[config.mk]
export PLATFORM = sky130hd
export DESIGN_NAME = pattern_replace_stream_unit
export DESIGN_NICKNAME = d
export VERILOG_FILES = /design/src/hw/rtl/prs_pkg.sv /design/src/hw/rtl/pattern_replace_stream_unit.sv /design/src/hw/rtl/prs_cell.sv
export SDC_FILE = /design/constraint.sdc
export NUM_CORES = 1
export LEC_CHECK = 0
export BUFFER_PORTS_ARGS = -buffer_cell sky130_fd_sc_hd__buf_2
export CORE_MARGIN = 3
export CORE_UTILIZATION = 50
export DETAILED_ROUTE_END_ITERATION = 16
export PLACE_DENSITY = 0.68
export REMOVE_ABC_BUFFERS = 1
export SETUP_SLACK_MARGIN = 0.02
export SYNTH_ARGS = -nofsm -noshare
export SYNTH_HDL_FRONTEND = slang
export SYNTH_HIERARCHICAL = 1
export SYNTH_SLANG_ARGS = --single-unit
[constraint.sdc]
create_clock -name clk -period 5.78 [get_ports clk]
set_input_delay 0.289 -clock clk [delete_from_list [all_inputs] [get_ports clk]]
set_output_delay 0.289 -clock clk [all_outputs]
set_load 0.02 [all_outputs]
[src/hw/rtl/prs_pkg.sv]
// Shared types and constants for the pattern replace stream unit.
// No dependencies; used by prs_cell and pattern_replace_stream_unit.
`default_nettype none

package prs_pkg;

  // One string byte
  typedef logic [7:0] byte_t;

  // Configuration register indexes
  typedef enum logic [1:0] {
    CFG_PATTERN_BYTES      = 2'd0,
    CFG_PATTERN_LENGTH     = 2'd1,
    CFG_REPLACEMENT_BYTES  = 2'd2,
    CFG_REPLACEMENT_LENGTH = 2'd3
  } cfg_reg_t;

  // Bytes held in each 64-bit packed register
  localparam int PACKED_BYTES = 8;

  // Replacement bytes above ASCII_MAX go out as SUB_CHAR ('?')
  localparam byte_t ASCII_MAX = 8'h7F;
  localparam byte_t SUB_CHAR  = 8'h3F;

  // Per-cycle command to every window cell
  typedef struct packed {
    logic shift;  // take the byte from the next cell up
    logic load;   // take the incoming string byte
  } cell_ctl_t;

endpackage

`default_nettype wire

[src/hw/rtl/pattern_replace_stream_unit.sv]
// Streaming find-and-replace: window of byte cells, step control and result register.
// An accepted byte sets the step control registers; its results then go out through the result register.
// Throughput: one byte per cycle while each byte gives at most one result and out_ready holds; a byte
// giving n results holds input until its last result is emitted, as results leave one per cycle from the register.
// After the last byte, the bytes left in the window go out, then the end marker.
// Reset (rst, synchronous): empties the window, clears pending work, registers and output.
// Depends on prs_pkg and prs_cell.
`default_nettype none

module pattern_replace_stream_unit #(
  parameter int PATTERN_MAX     = 8,
  parameter int REPLACEMENT_MAX = 8
) (
  input  wire                 clk,
  input  wire                 rst,
  // configuration write channel
  input  wire                 cfg_valid,
  output logic                cfg_ready,
  input  wire  [1:0]          cfg_index,
  input  wire  [63:0]         cfg_data,
  // input byte channel
  input  wire                 in_valid,
  output logic                in_ready,
  input  wire  [7:0]          in_byte,
  input  wire                 in_last,
  // result channel
  output logic                out_valid,
  input  wire                 out_ready,
  output logic [7:0]          out_byte,
  output logic                byte_valid,
  output logic                string_end
);

  localparam int CW  = $clog2(PATTERN_MAX + 1);
  localparam int RW  = $clog2(REPLACEMENT_MAX + 1);
  localparam int RIW = (REPLACEMENT_MAX > 1) ? $clog2(REPLACEMENT_MAX) : 1;

  // Configuration registers
  logic [63:0] pattern_bytes;
  logic [3:0]  pattern_length;
  logic [63:0] replacement_bytes;
  logic [3:0]  replacement_length;

  // Step control registers
  logic [CW-1:0]  window_count, window_count_next;
  logic [1:0]     pop_left, pop_left_next;
  logic [RW-1:0]  rep_left, rep_left_next;
  logic [RIW-1:0] rep_idx, rep_idx_next;
  logic           flush, flush_next;

  // Result register
  logic           out_valid_next;
  prs_pkg::byte_t out_byte_next;
  logic           byte_valid_next;
  logic           string_end_next;

  // Working signals
  logic [CW-1:0] plen;
  logic [RW-1:0] rlen;
  logic          busy, can_load, emit, pop_now, last_unit, accept;
  logic [CW-1:0] cnt_sh, cnt_app, wr_pos;
  logic          full, over, eq, hit;
  logic [PATTERN_MAX-1:0] hit_raw, hit_ok;
  prs_pkg::byte_t rep_byte;

  prs_pkg::byte_t    win     [PATTERN_MAX];
  prs_pkg::byte_t    pat_tab [PATTERN_MAX];
  prs_pkg::byte_t    rep_tab [REPLACEMENT_MAX];
  prs_pkg::cell_ctl_t ctl    [PATTERN_MAX];

  assign cfg_ready = 1'b1;

  // Take configuration beats
  always_ff @(posedge clk) begin
    if (rst) begin
      pattern_bytes      <= '0;
      pattern_length     <= '0;
      replacement_bytes  <= '0;
      replacement_length <= '0;
    end else if (cfg_valid && cfg_ready) begin
      unique case (prs_pkg::cfg_reg_t'(cfg_index))
        prs_pkg::CFG_PATTERN_BYTES:      pattern_bytes      <= cfg_data;
        prs_pkg::CFG_PATTERN_LENGTH:     pattern_length     <= cfg_data[3:0];
        prs_pkg::CFG_REPLACEMENT_BYTES:  replacement_bytes  <= cfg_data;
        prs_pkg::CFG_REPLACEMENT_LENGTH: replacement_length <= cfg_data[3:0];
      endcase
    end
  end

  // Saturate lengths to the window and replacement sizes
  always_comb begin
    if ({1'b0, pattern_length} > 5'(PATTERN_MAX)) begin
      plen = CW'(PATTERN_MAX);
    end else begin
      plen = CW'(pattern_length);
    end
    if ({1'b0, replacement_length} > 5'(REPLACEMENT_MAX)) begin
      rlen = RW'(REPLACEMENT_MAX);
    end else begin
      rlen = RW'(replacement_length);
    end
  end

  // Replacement byte table; positions past the packed register read as zero
  for (genvar r = 0; r < REPLACEMENT_MAX; r++) begin : g_rep
    if (r < prs_pkg::PACKED_BYTES) begin : g_packed
      assign rep_tab[r] = replacement_bytes[8*r +: 8];
    end else begin : g_zero
      assign rep_tab[r] = '0;
    end
  end

  assign rep_byte = (rep_tab[rep_idx] > prs_pkg::ASCII_MAX) ? prs_pkg::SUB_CHAR
                                                            : rep_tab[rep_idx];

  // Emission and input handshake
  always_comb begin
    busy      = (pop_left != '0) || (rep_left != '0) || flush;
    can_load  = !out_valid || out_ready;
    emit      = busy && can_load;
    pop_now   = emit && ((pop_left != '0) ||
                         ((rep_left == '0) && flush && (window_count != '0)));
    last_unit = emit && (((pop_left == 2'd1) && (rep_left == '0) && !flush) ||
                         ((pop_left == '0) && (rep_left == RW'(1)) && !flush) ||
                         ((pop_left == '0) && (rep_left == '0) && flush &&
                          (window_count == '0)));
    in_ready  = !busy || last_unit;
    accept    = in_valid && in_ready;
  end

  // Place the new byte behind whatever the window holds after this beat's shift
  always_comb begin
    cnt_sh  = pop_now ? (window_count - CW'(1)) : window_count;
    full    = (cnt_sh == CW'(PATTERN_MAX));
    cnt_app = full ? cnt_sh : (cnt_sh + CW'(1));
    wr_pos  = full ? CW'(PATTERN_MAX - 1) : cnt_sh;
  end

  // Row of window cells
  for (genvar i = 0; i < PATTERN_MAX; i++) begin : g_cell
    prs_pkg::byte_t nb;

    if (i < prs_pkg::PACKED_BYTES) begin : g_pat
      assign pat_tab[i] = pattern_bytes[8*i +: 8];
    end else begin : g_pat_zero
      assign pat_tab[i] = '0;
    end

    if (i < PATTERN_MAX - 1) begin : g_nb
      assign nb = win[i+1];
    end else begin : g_nb_end
      assign nb = '0;
    end

    assign ctl[i].shift = pop_now;
    assign ctl[i].load  = accept && (wr_pos == CW'(i));

    prs_cell u_cell (
      .clk      (clk),
      .ctl      (ctl[i]),
      .in_byte  (in_byte),
      .nb_byte  (nb),
      .pat_byte (pat_tab[i]),
      .data     (win[i]),
      .hit      (hit_raw[i])
    );

    // Positions past the pattern length do not take part
    assign hit_ok[i] = hit_raw[i] || (CW'(i) >= plen);
  end

  // Decide the step for the accepted byte
  always_comb begin
    over = (cnt_app > plen);
    eq   = (plen != '0) && (cnt_app == plen);
    hit  = eq && (&hit_ok);
  end

  // Next state: emit one result, then load a new step on an accepted beat
  always_comb begin
    window_count_next = window_count;
    pop_left_next     = pop_left;
    rep_left_next     = rep_left;
    rep_idx_next      = rep_idx;
    flush_next        = flush;
    out_byte_next     = out_byte;
    byte_valid_next   = byte_valid;
    string_end_next   = string_end;
    out_valid_next    = emit ? 1'b1 : (out_ready ? 1'b0 : out_valid);

    if (emit) begin
      if (pop_left != '0) begin
        out_byte_next     = win[0];
        byte_valid_next   = 1'b1;
        string_end_next   = 1'b0;
        pop_left_next     = pop_left - 2'd1;
        window_count_next = window_count - CW'(1);
      end else if (rep_left != '0) begin
        out_byte_next   = rep_byte;
        byte_valid_next = 1'b1;
        string_end_next = 1'b0;
        rep_left_next   = rep_left - RW'(1);
        rep_idx_next    = rep_idx + RIW'(1);
      end else if (window_count != '0) begin
        out_byte_next     = win[0];
        byte_valid_next   = 1'b1;
        string_end_next   = 1'b0;
        window_count_next = window_count - CW'(1);
      end else begin
        out_byte_next   = '0;
        byte_valid_next = 1'b0;
        string_end_next = 1'b1;
        flush_next      = 1'b0;
      end
    end

    if (accept) begin
      if (over) begin
        pop_left_next = (cnt_app > CW'(1)) ? 2'd2 : 2'd1;
      end else if (eq && !hit) begin
        pop_left_next = 2'd1;
      end else begin
        pop_left_next = 2'd0;
      end
      rep_left_next     = hit ? rlen : '0;
      rep_idx_next      = '0;
      flush_next        = in_last;
      window_count_next = hit ? '0 : cnt_app;
    end
  end

  // Control state
  always_ff @(posedge clk) begin
    if (rst) begin
      window_count <= '0;
      pop_left     <= '0;
      rep_left     <= '0;
      rep_idx      <= '0;
      flush        <= 1'b0;
      out_valid    <= 1'b0;
    end else begin
      window_count <= window_count_next;
      pop_left     <= pop_left_next;
      rep_left     <= rep_left_next;
      rep_idx      <= rep_idx_next;
      flush        <= flush_next;
      out_valid    <= out_valid_next;
    end
  end

  // Result payload
  always_ff @(posedge clk) begin
    out_byte   <= out_byte_next;
    byte_valid <= byte_valid_next;
    string_end <= string_end_next;
  end

endmodule

`default_nettype wire

[src/hw/rtl/prs_cell.sv]
// One window cell: holds a byte, shifts towards the front, compares with its pattern byte.
// Depends on prs_pkg.
`default_nettype none

module prs_cell (
  input  wire                clk,
  input  prs_pkg::cell_ctl_t ctl,
  input  prs_pkg::byte_t     in_byte,
  input  prs_pkg::byte_t     nb_byte,
  input  prs_pkg::byte_t     pat_byte,
  output prs_pkg::byte_t     data,
  output logic               hit
);

  prs_pkg::byte_t data_next;

  // Load the new byte, else take the neighbour's byte on a shift, else hold
  always_comb begin
    if (ctl.load) begin
      data_next = in_byte;
    end else if (ctl.shift) begin
      data_next = nb_byte;
    end else begin
      data_next = data;
    end
  end

  always_ff @(posedge clk) begin
    data <= data_next;
  end

  // Compare the value this cell will hold after the current beat
  assign hit = (data_next == pat_byte);

endmodule

`default_nettype wire

==> flow_summary.toml, run 1 <==
[worst_setup_path]
ff2ff_path_depth = 23
critical_path_at_ns = 5.54
element_type_at_the_critical_path_end = "flop"
r2r_end = "window_count[1]"
reg2reg_slack_ns = 0.65
timing.critical_path.required_ns = 6.19
setup.worst_path.class = "reg2reg"
timing.critical_path.fanout_max = 25
origin_of_the_critical_flop_to_flop_path = "window_count[0]"
startpoint_type = "flop"

[die]
initial_core_util_pct = 51.14
die_w_um = 158.4
core.rowCount = 55
die_h_um = 158.4
core_region_area_mm2 = 0.02271
top_level_ports = 93
fp.dieArea_mm2 = 0.02509

[grt]
grt_max_degree = 65
antenna_violations_before_repair = 0
gr-usage-all-layers_pct = 24.02
grt_remaining_overflow = 0
first_global_vias = 9199
grt_pass1_wl_um = 48420

[timing]
rsz_0062_raised_after_global_routing = "no"
fin_crit_ns = 5.127
clock.fmax_mhz = 195.0
finalHoldViolations = 0
hold_ws_ns = 0.01091
worst_slew_pin_slew_ns = 0.9784
max_slew_margin_pct = 34.53
fin_ws_ns = 0.6526
fin_crit_sh_pct = 88.71
finalClockSkew_ns = 0.01332
setup_viol = 0
slew_viol_final = 0

[placement]
place_hpwl_um = 21280
place.port_buffers = 91
total_instance_count_after_detailed_placement = 1678
preCtsSetupSlack_ns = 0.4745
placed_instance_area_mm2 = 0.01209
gp_routability_congestion = 0.9103

[synthesis]
synthDistinctLibCells = 67
ys_ff_latch = 225
synth_ff_type = "sky130_fd_sc_hd__dfxtp_1"
synth_sequential_area_ratio_pct = 39.65
synth_edf_count = 10
synthesis.instances = 1365
post_synth_arst_share_pct = 0
syn_area_per_cell_um2 = 8.508
synthesis.yosys.warnings = 6
synth.cell_area_mm2 = 0.01161

[routing]
routed-via-count = 10090
antenna_violating_nets_post_route = 0
postRouteWirelength_um = 30480
first_iter_violations = 740
via_per_inst = 5.844
detailedRoute.firstPassIterationCount = 5
detail_route.wl_per_cell_um = 17.66
drc = 0

[pwr]
powerDensity_mw_per_mm2 = 511.0
max_vdd_drop_mv = 0.2713
power.leakage_nw = 4.891

[clocking]
cts_tree = "yes"
postCtsSetupBuffers = 0
cts_sinks = 225
insertion_delay_ns = 0.53
clockBufferDepth = 3
cts_root_cell = "sky130_fd_sc_hd__clkbuf_16"
numCtsBuffers = 25
clk_pin_slew_worst_paths_ns = 0.06
max_h_tree_level = 1

[worst_hold_path]
min-delay-path-class = "in2reg"
worstHoldPathCells = 3
min_to = "pattern_bytes[40]"
holdCritStartpoint = "cfg_data[40]"

[finish]
final.fill_count = 2081
layout-drive-gt1-share_pct = 15.27
final_common_cell = "sky130_fd_sc_hd__nand2_1"
finish.instance_area_mm2 = 0.01296
layoutNonFillerInstCount = 1726
final_nets = 1515
syn_to_final_growth_pct = 11.62
antenna_cells_inserted = 0
mostFrequentLayoutCells = "sky130_fd_sc_hd__nand2_1 (344), sky130_fd_sc_hd__dfxtp_1 (215), sky130_fd_sc_hd__a21oi_1 (147)"

[flow_run]
drv_cap = 0

[status]
run_status = "finished, final reports clean"
-- power breakdown --
part           switching (mW)  leakage (nW)  internal, mW
clock                   0.638         0.411         0.954
combinational            1.64          2.61          1.24
sequential              0.208          1.87          1.95
total                    2.49          4.89          4.14
-- worst max-delay path, stage by stage (launching register included) --
cell                        delay, ns
sky130_fd_sc_hd__dfxtp_1         0.54
sky130_fd_sc_hd__inv_1           0.16
sky130_fd_sc_hd__ha_1            0.27
sky130_fd_sc_hd__nor3b_2         0.19
sky130_fd_sc_hd__o21ai_0         0.26
sky130_fd_sc_hd__nand2_1         0.20
sky130_fd_sc_hd__nand2_1         0.17
sky130_fd_sc_hd__mux2i_1         0.10
sky130_fd_sc_hd__nand3b_1        0.18
sky130_fd_sc_hd__ha_1            0.29
sky130_fd_sc_hd__nand2_1         0.10
sky130_fd_sc_hd__nor2_1          0.38
sky130_fd_sc_hd__buf_4           0.33
sky130_fd_sc_hd__nor2b_1         0.16
sky130_fd_sc_hd__a211o_1         0.11
sky130_fd_sc_hd__nand4_1         0.11
sky130_fd_sc_hd__nor4_2          0.29
sky130_fd_sc_hd__nand4_1         0.15
sky130_fd_sc_hd__a2bb2oi_1       0.17
sky130_fd_sc_hd__o22ai_1         0.19
sky130_fd_sc_hd__nand2_1         0.12
sky130_fd_sc_hd__nor2_2          0.28
sky130_fd_sc_hd__nor3b_1         0.10
sky130_fd_sc_hd__o21ba_2         0.20
-- worst max path at each step --
stage	to	slack (ns)	startpoint
after floorplan	window_count[1]	-1.41	window_count[0]
after global placement	window_count[1]	0.62	window_count[0]
after detailed placement	window_count[1]	0.47	window_count[0]
after CTS	window_count[1]	0.45	window_count[0]
after global routing	rep_left[2]	0.13	window_count[0]
final	window_count[1]	0.65	window_count[0]
-- through the flow --
stage / power [mW] / utilization [%] / TNS [ns]
5_1_grt: 7.041 / 57.09 / 0
4_1_cts: 6.635 / 57.04 / 0
6_report: 6.625 / 57.09 / 0
2_1_floorplan: 4.352 / - / -12.25
3_5_place_dp: 5.032 / 53.23 / 0
3_3_place_gp: 4.966 / 53.23 / 0
-- cell type report --
cell class / count / area, µm² / share of cell area (%)
multi-input combinational: 1039 / 6465 / 49.87
sequential: 225 / 4604 / 35.52
clock buffer: 38 / 765.7 / 5.907
timing repair buffer: 114 / 640.6 / 4.942
tap: 285 / 356.6 / 2.751
inverter: 19 / 72.57 / 0.5598
clock inverter: 6 / 58.81 / 0.4536
-- cells by family (layout without fill, tap and decap cells) --
group | Yosys count | count (layout) | share of synthesized area [%]
XOR/XNOR | 9 | 9 | 0.6788
multiplexers | 98 | 98 | 10.43
other | 2 | 9 | 0.06467
flip-flops | 225 | 225 | 39.65
AO/OA/AOI/OAI | 384 | 384 | 21.44
buffers and inverters | 108 | 177 | 5.214
adder cells (fa/ha/maj) | 11 | 11 | 1.185
AND/OR/NAND/NOR | 528 | 528 | 21.34
-- registers in the layout, summed over array words and instances (netlist names), 4 cells and up --
register,flops
replacement_bytes,64
g_cell.u_cell/data,64
out_byte,8
replacement_length,4
pattern_length,4
pattern_bytes,64
window_count,4
rep_left,4
-- cells in the mapped netlist (3+ instances only) --
cell type	n	area share, %
sky130_fd_sc_hd__nand2_1	344	11
sky130_fd_sc_hd__buf_6	24	2.3
sky130_fd_sc_hd__xnor2_1	7	0.53
sky130_fd_sc_hd__buf_2	7	0.30
sky130_fd_sc_hd__mux2i_1	74	6.4
sky130_fd_sc_hd__nor2_1	30	0.97
sky130_fd_sc_hd__o211ai_1	67	4.3
sky130_fd_sc_hd__a211o_1	56	4.2
sky130_fd_sc_hd__buf_1	3	0.097
sky130_fd_sc_hd__nor3_1	9	0.39
sky130_fd_sc_hd__nand2b_1	5	0.27
sky130_fd_sc_hd__o21ai_1	3	0.13
sky130_fd_sc_hd__nand3b_1	4	0.26
sky130_fd_sc_hd__buf_4	3	0.19
sky130_fd_sc_hd__inv_1	19	0.61
sky130_fd_sc_hd__nand4_1	34	1.8
sky130_fd_sc_hd__dfxtp_1	215	37
sky130_fd_sc_hd__edfxtp_1	10	2.6
sky130_fd_sc_hd__nand4b_1	3	0.23
sky130_fd_sc_hd__ha_1	11	1.2
sky130_fd_sc_hd__and2b_2	8	0.60
sky130_fd_sc_hd__nor2b_1	50	2.7
sky130_fd_sc_hd__a31oi_1	3	0.16
sky130_fd_sc_hd__a21o_1	8	0.52
sky130_fd_sc_hd__and2b_1	8	0.52
sky130_fd_sc_hd__or2_1	3	0.16
sky130_fd_sc_hd__clkbuf_1	52	1.7
sky130_fd_sc_hd__mux4_2	16	3.1
sky130_fd_sc_hd__a21oi_1	147	6.3
sky130_fd_sc_hd__nand3_1	6	0.26
sky130_fd_sc_hd__or2_2	3	0.16
sky130_fd_sc_hd__a211o_2	8	0.69
sky130_fd_sc_hd__o21ai_0	68	2.9
sky130_fd_sc_hd__mux2i_2	8	0.95
sky130_fd_sc_hd__nor4_2	8	0.86
-- repair_timing --
action                     CTS  global route
setup endpoints to repair    0             8
gates resized for setup      0             2
hold buffers                 4             0
hold endpoints to repair     4             0
-- per-layer routing --
metal	vias up	share of wire (%)	global-route usage [%]
met5	-	0	0
met1	4778	45	32.94
met2	256	47	39.85
li1	5000	-	-
met4	0	3.0	7.374
met3	52	4.9	2.908
No activity file was read; power rests on OpenSTA's default activity.
==> run 2, diff against run 1 <==
==> constraint.sdc (replaced) <==
create_clock -name clk -period 5.78 [get_ports clk]
set_input_delay 0.578 -clock clk [delete_from_list [all_inputs] [get_ports clk]]
set_output_delay 0.578 -clock clk [all_outputs]
set_load 0.02 [all_outputs]
==> run 2 against run 1 <==
Sequential cell count stayed put. Fmax grew 0.59%. Via count rose by 0.85%. Setup slack improved by 0.030 ns. Sequential share of layout area rose by 0.18 points. Combinational power about the same. Power shrank 0.21%. Clock power about the same. Register-to-register slack improved by 0.03 ns. Final cell count fell by 0.35%. Core utilization is 0.29 points lower.
==> flow_summary.toml, run 2 (synthesized netlist as in run 1, its figures left out) <==
[worst_setup_path]
max_stage_delay_ns = 0.55
origin_of_the_critical_flop_to_flop_path = "window_count[0]"
element_type_at_the_critical_path_end = "flop"
timing.critical_path.fanout_max = 25
setup.worst_path.class = "reg2reg"
critical-path-top-cell-by-count = "sky130_fd_sc_hd__nand2_1"
crit_start = "window_count[0]"
timing.critical_path.required_ns = 6.19
critical_path_at_ns = 5.51
worst_path_max_delay_cell = "sky130_fd_sc_hd__dfxtp_1"
worstPathCellList = "inv_1 -> ha_1 -> nor3b_2 -> o21ai_0 -> nand2_1 -> nand2_1 -> mux2i_1 -> nand3b_1 -> ha_1 -> nand2_1 -> nor2_1 -> buf_4 -> nor2b_1 -> a211o_1 -> nand4_1 -> nor4_2 -> nand4_1 -> a2bb2oi_1 -> o22ai_1 -> nand2_1 -> nor2_2 -> nor3b_1 -> o21ba_2"
startpoint_type = "flop"

[finish]
finish.instance_area_mm2 = 0.01290
top_regs = "g_cell.u_cell/data x64, pattern_bytes x64, replacement_bytes x64"
final.fill_count = 2094
syn_to_final_growth_pct = 11.06
final_common_cell = "sky130_fd_sc_hd__nand2_1"
post-route-util_pct = 56.80
layout-drive-gt1-share_pct = 15.19
antenna_cells_inserted = 0
mostFrequentLayoutCells = "sky130_fd_sc_hd__nand2_1 (344), sky130_fd_sc_hd__dfxtp_1 (215), sky130_fd_sc_hd__a21oi_1 (147)"
final_nets = 1510

[die]
core_region_area_mm2 = 0.02271
die_w_um = 158.4
fp.dieArea_mm2 = 0.02509
die_h_um = 158.4
top_level_ports = 93
initial_core_util_pct = 51.14
core.rowCount = 55

[clocking]
cts_tree = "yes"
cts_hold_buffers = 0
insertion_delay_ns = 0.52
post_cts.resized_instances = 0
cts_root_cell = "sky130_fd_sc_hd__clkbuf_16"
numCtsBuffers = 25
clk_pin_slew_worst_paths_ns = 0.06
clockBufferDepth = 3
postCtsSetupBuffers = 0
cts_sinks = 225
max_h_tree_level = 1

[timing]
clock.fmax_mhz = 196.2
final.setup.tns_ns = 0
slew_viol_final = 0
fin_ws_ns = 0.6825
max_slew_margin_pct = 34.82
fin_crit_sh_pct = 88.19
fin_crit_ns = 5.097
worst_slew_pin_slew_ns = 0.9741
hold_ws_ns = 0.3042
rsz_0062_raised_after_global_routing = "no"
setup_viol = 0
finalClockSkew_ns = 0.009477
finalHoldViolations = 0

[placement]
place_hpwl_um = 21470
placed_instance_area_mm2 = 0.01209
preCtsSetupSlack_ns = 0.4781
place.port_buffers = 91
gp_routability_congestion = 0.8790

[pwr]
seqPwrFrac_pct = 32.6
power.internal_mw = 4.106
p_sw_share_pct = 37.90
max_vdd_drop_mv = 0.3261
part_of_the_power_in_combinational_logic_pct = 43.8
powerDensity_mw_per_mm2 = 512.6
power.leakage_nw = 4.850
clock_power_share_pct = 23.6
total_switching_power_mw = 2.505

[routing]
drc = 0
detailedRoute.firstPassIterationCount = 5
detail_route.wl_per_cell_um = 17.93
routed-via-count = 10170
via_per_inst = 5.914
antenna_violating_nets_post_route = 0
first_iter_violations = 722
postRouteWirelength_um = 30840

[grt]
antenna_violations_before_repair = 0
grt_remaining_overflow = 0
first_global_vias = 9555
grt_max_degree = 65
grt_pass1_wl_um = 49320
gr-usage-all-layers_pct = 24.29

[flow_run]
drv_cap = 0

[status]
run_status = "finished, final reports clean"

[worst_hold_path]
holdCritStartpoint = "cfg_data[63]"
min-delay-path-class = "in2reg"
## run 2: cell count changes in the layout (fill, tap and decap cells not counted), moves of 2 or more
| cell | change |
|---|---|
| sky130_fd_sc_hd__clkbuf_8 | -4 |
| sky130_fd_sc_hd__clkinvlp_4 | +2 |
| sky130_fd_sc_hd__buf_4 | -2 |
| sky130_fd_sc_hd__dlygate4sd3_1 | -4 |
## run 2: metrics by stage
step	std cells	power (mW)
finish	1720	6.611
global route	1720	7.038
CTS	1720	6.627
detailed placement	1677	5.044
global placement	1677	4.972
floorplan	1283	4.352
## run 2: metal layers
metal | vias up | wire length [µm] | GRT usage, %
li1 | 4973 | - | -
met1 | 4855 | 13930 | 32.70
met2 | 278 | 14360 | 39.70
met3 | 66 | 1404 | 3.207
met4 | 0 | 1142 | 9.750
met5 | - | 0 | 0
## run 2: area by class of cell
cell class / instances / area, µm² / area share (%)
clock buffer: 33 / 685.7 / 5.316
clock inverter: 10 / 108.9 / 0.8439
inverter: 19 / 72.57 / 0.5626
multi-input combinational: 1039 / 6465 / 50.12
sequential: 225 / 4604 / 35.70
tap: 285 / 356.6 / 2.765
timing repair buffer: 109 / 605.6 / 4.695
## run 2: final timing paths
check,slack (ns),end,cells past startpoint
max,0.68,window_count[1],23
min,0.30,replacement_bytes[63],3
max reg2reg,0.68,window_count[1],23
min reg2reg,0.45,replacement_bytes[40],2
## run 2: power groups by stage
stage | Combinational [mW] | Clock [mW] | Sequential [mW]
after global placement | 2.79 | 0 | 2.18
after CTS | 2.88 | 1.59 | 2.16
after global routing | 3.20 | 1.65 | 2.19
final | 2.90 | 1.56 | 2.16
after detailed placement | 2.86 | 0 | 2.19
after floorplan | 2.17 | 0 | 2.18
## run 2: worst max-delay path, delay by kind of cell (launching register included)
kind                       cells  cell delay (ns)
DFF                            1             0.55
and+or+nand+nor               13             2.41
AOI/OAI and AO/OA              5             0.89
muxes                          1             0.10
buffers and inverters          2             0.49
adders and majority gates      2             0.55
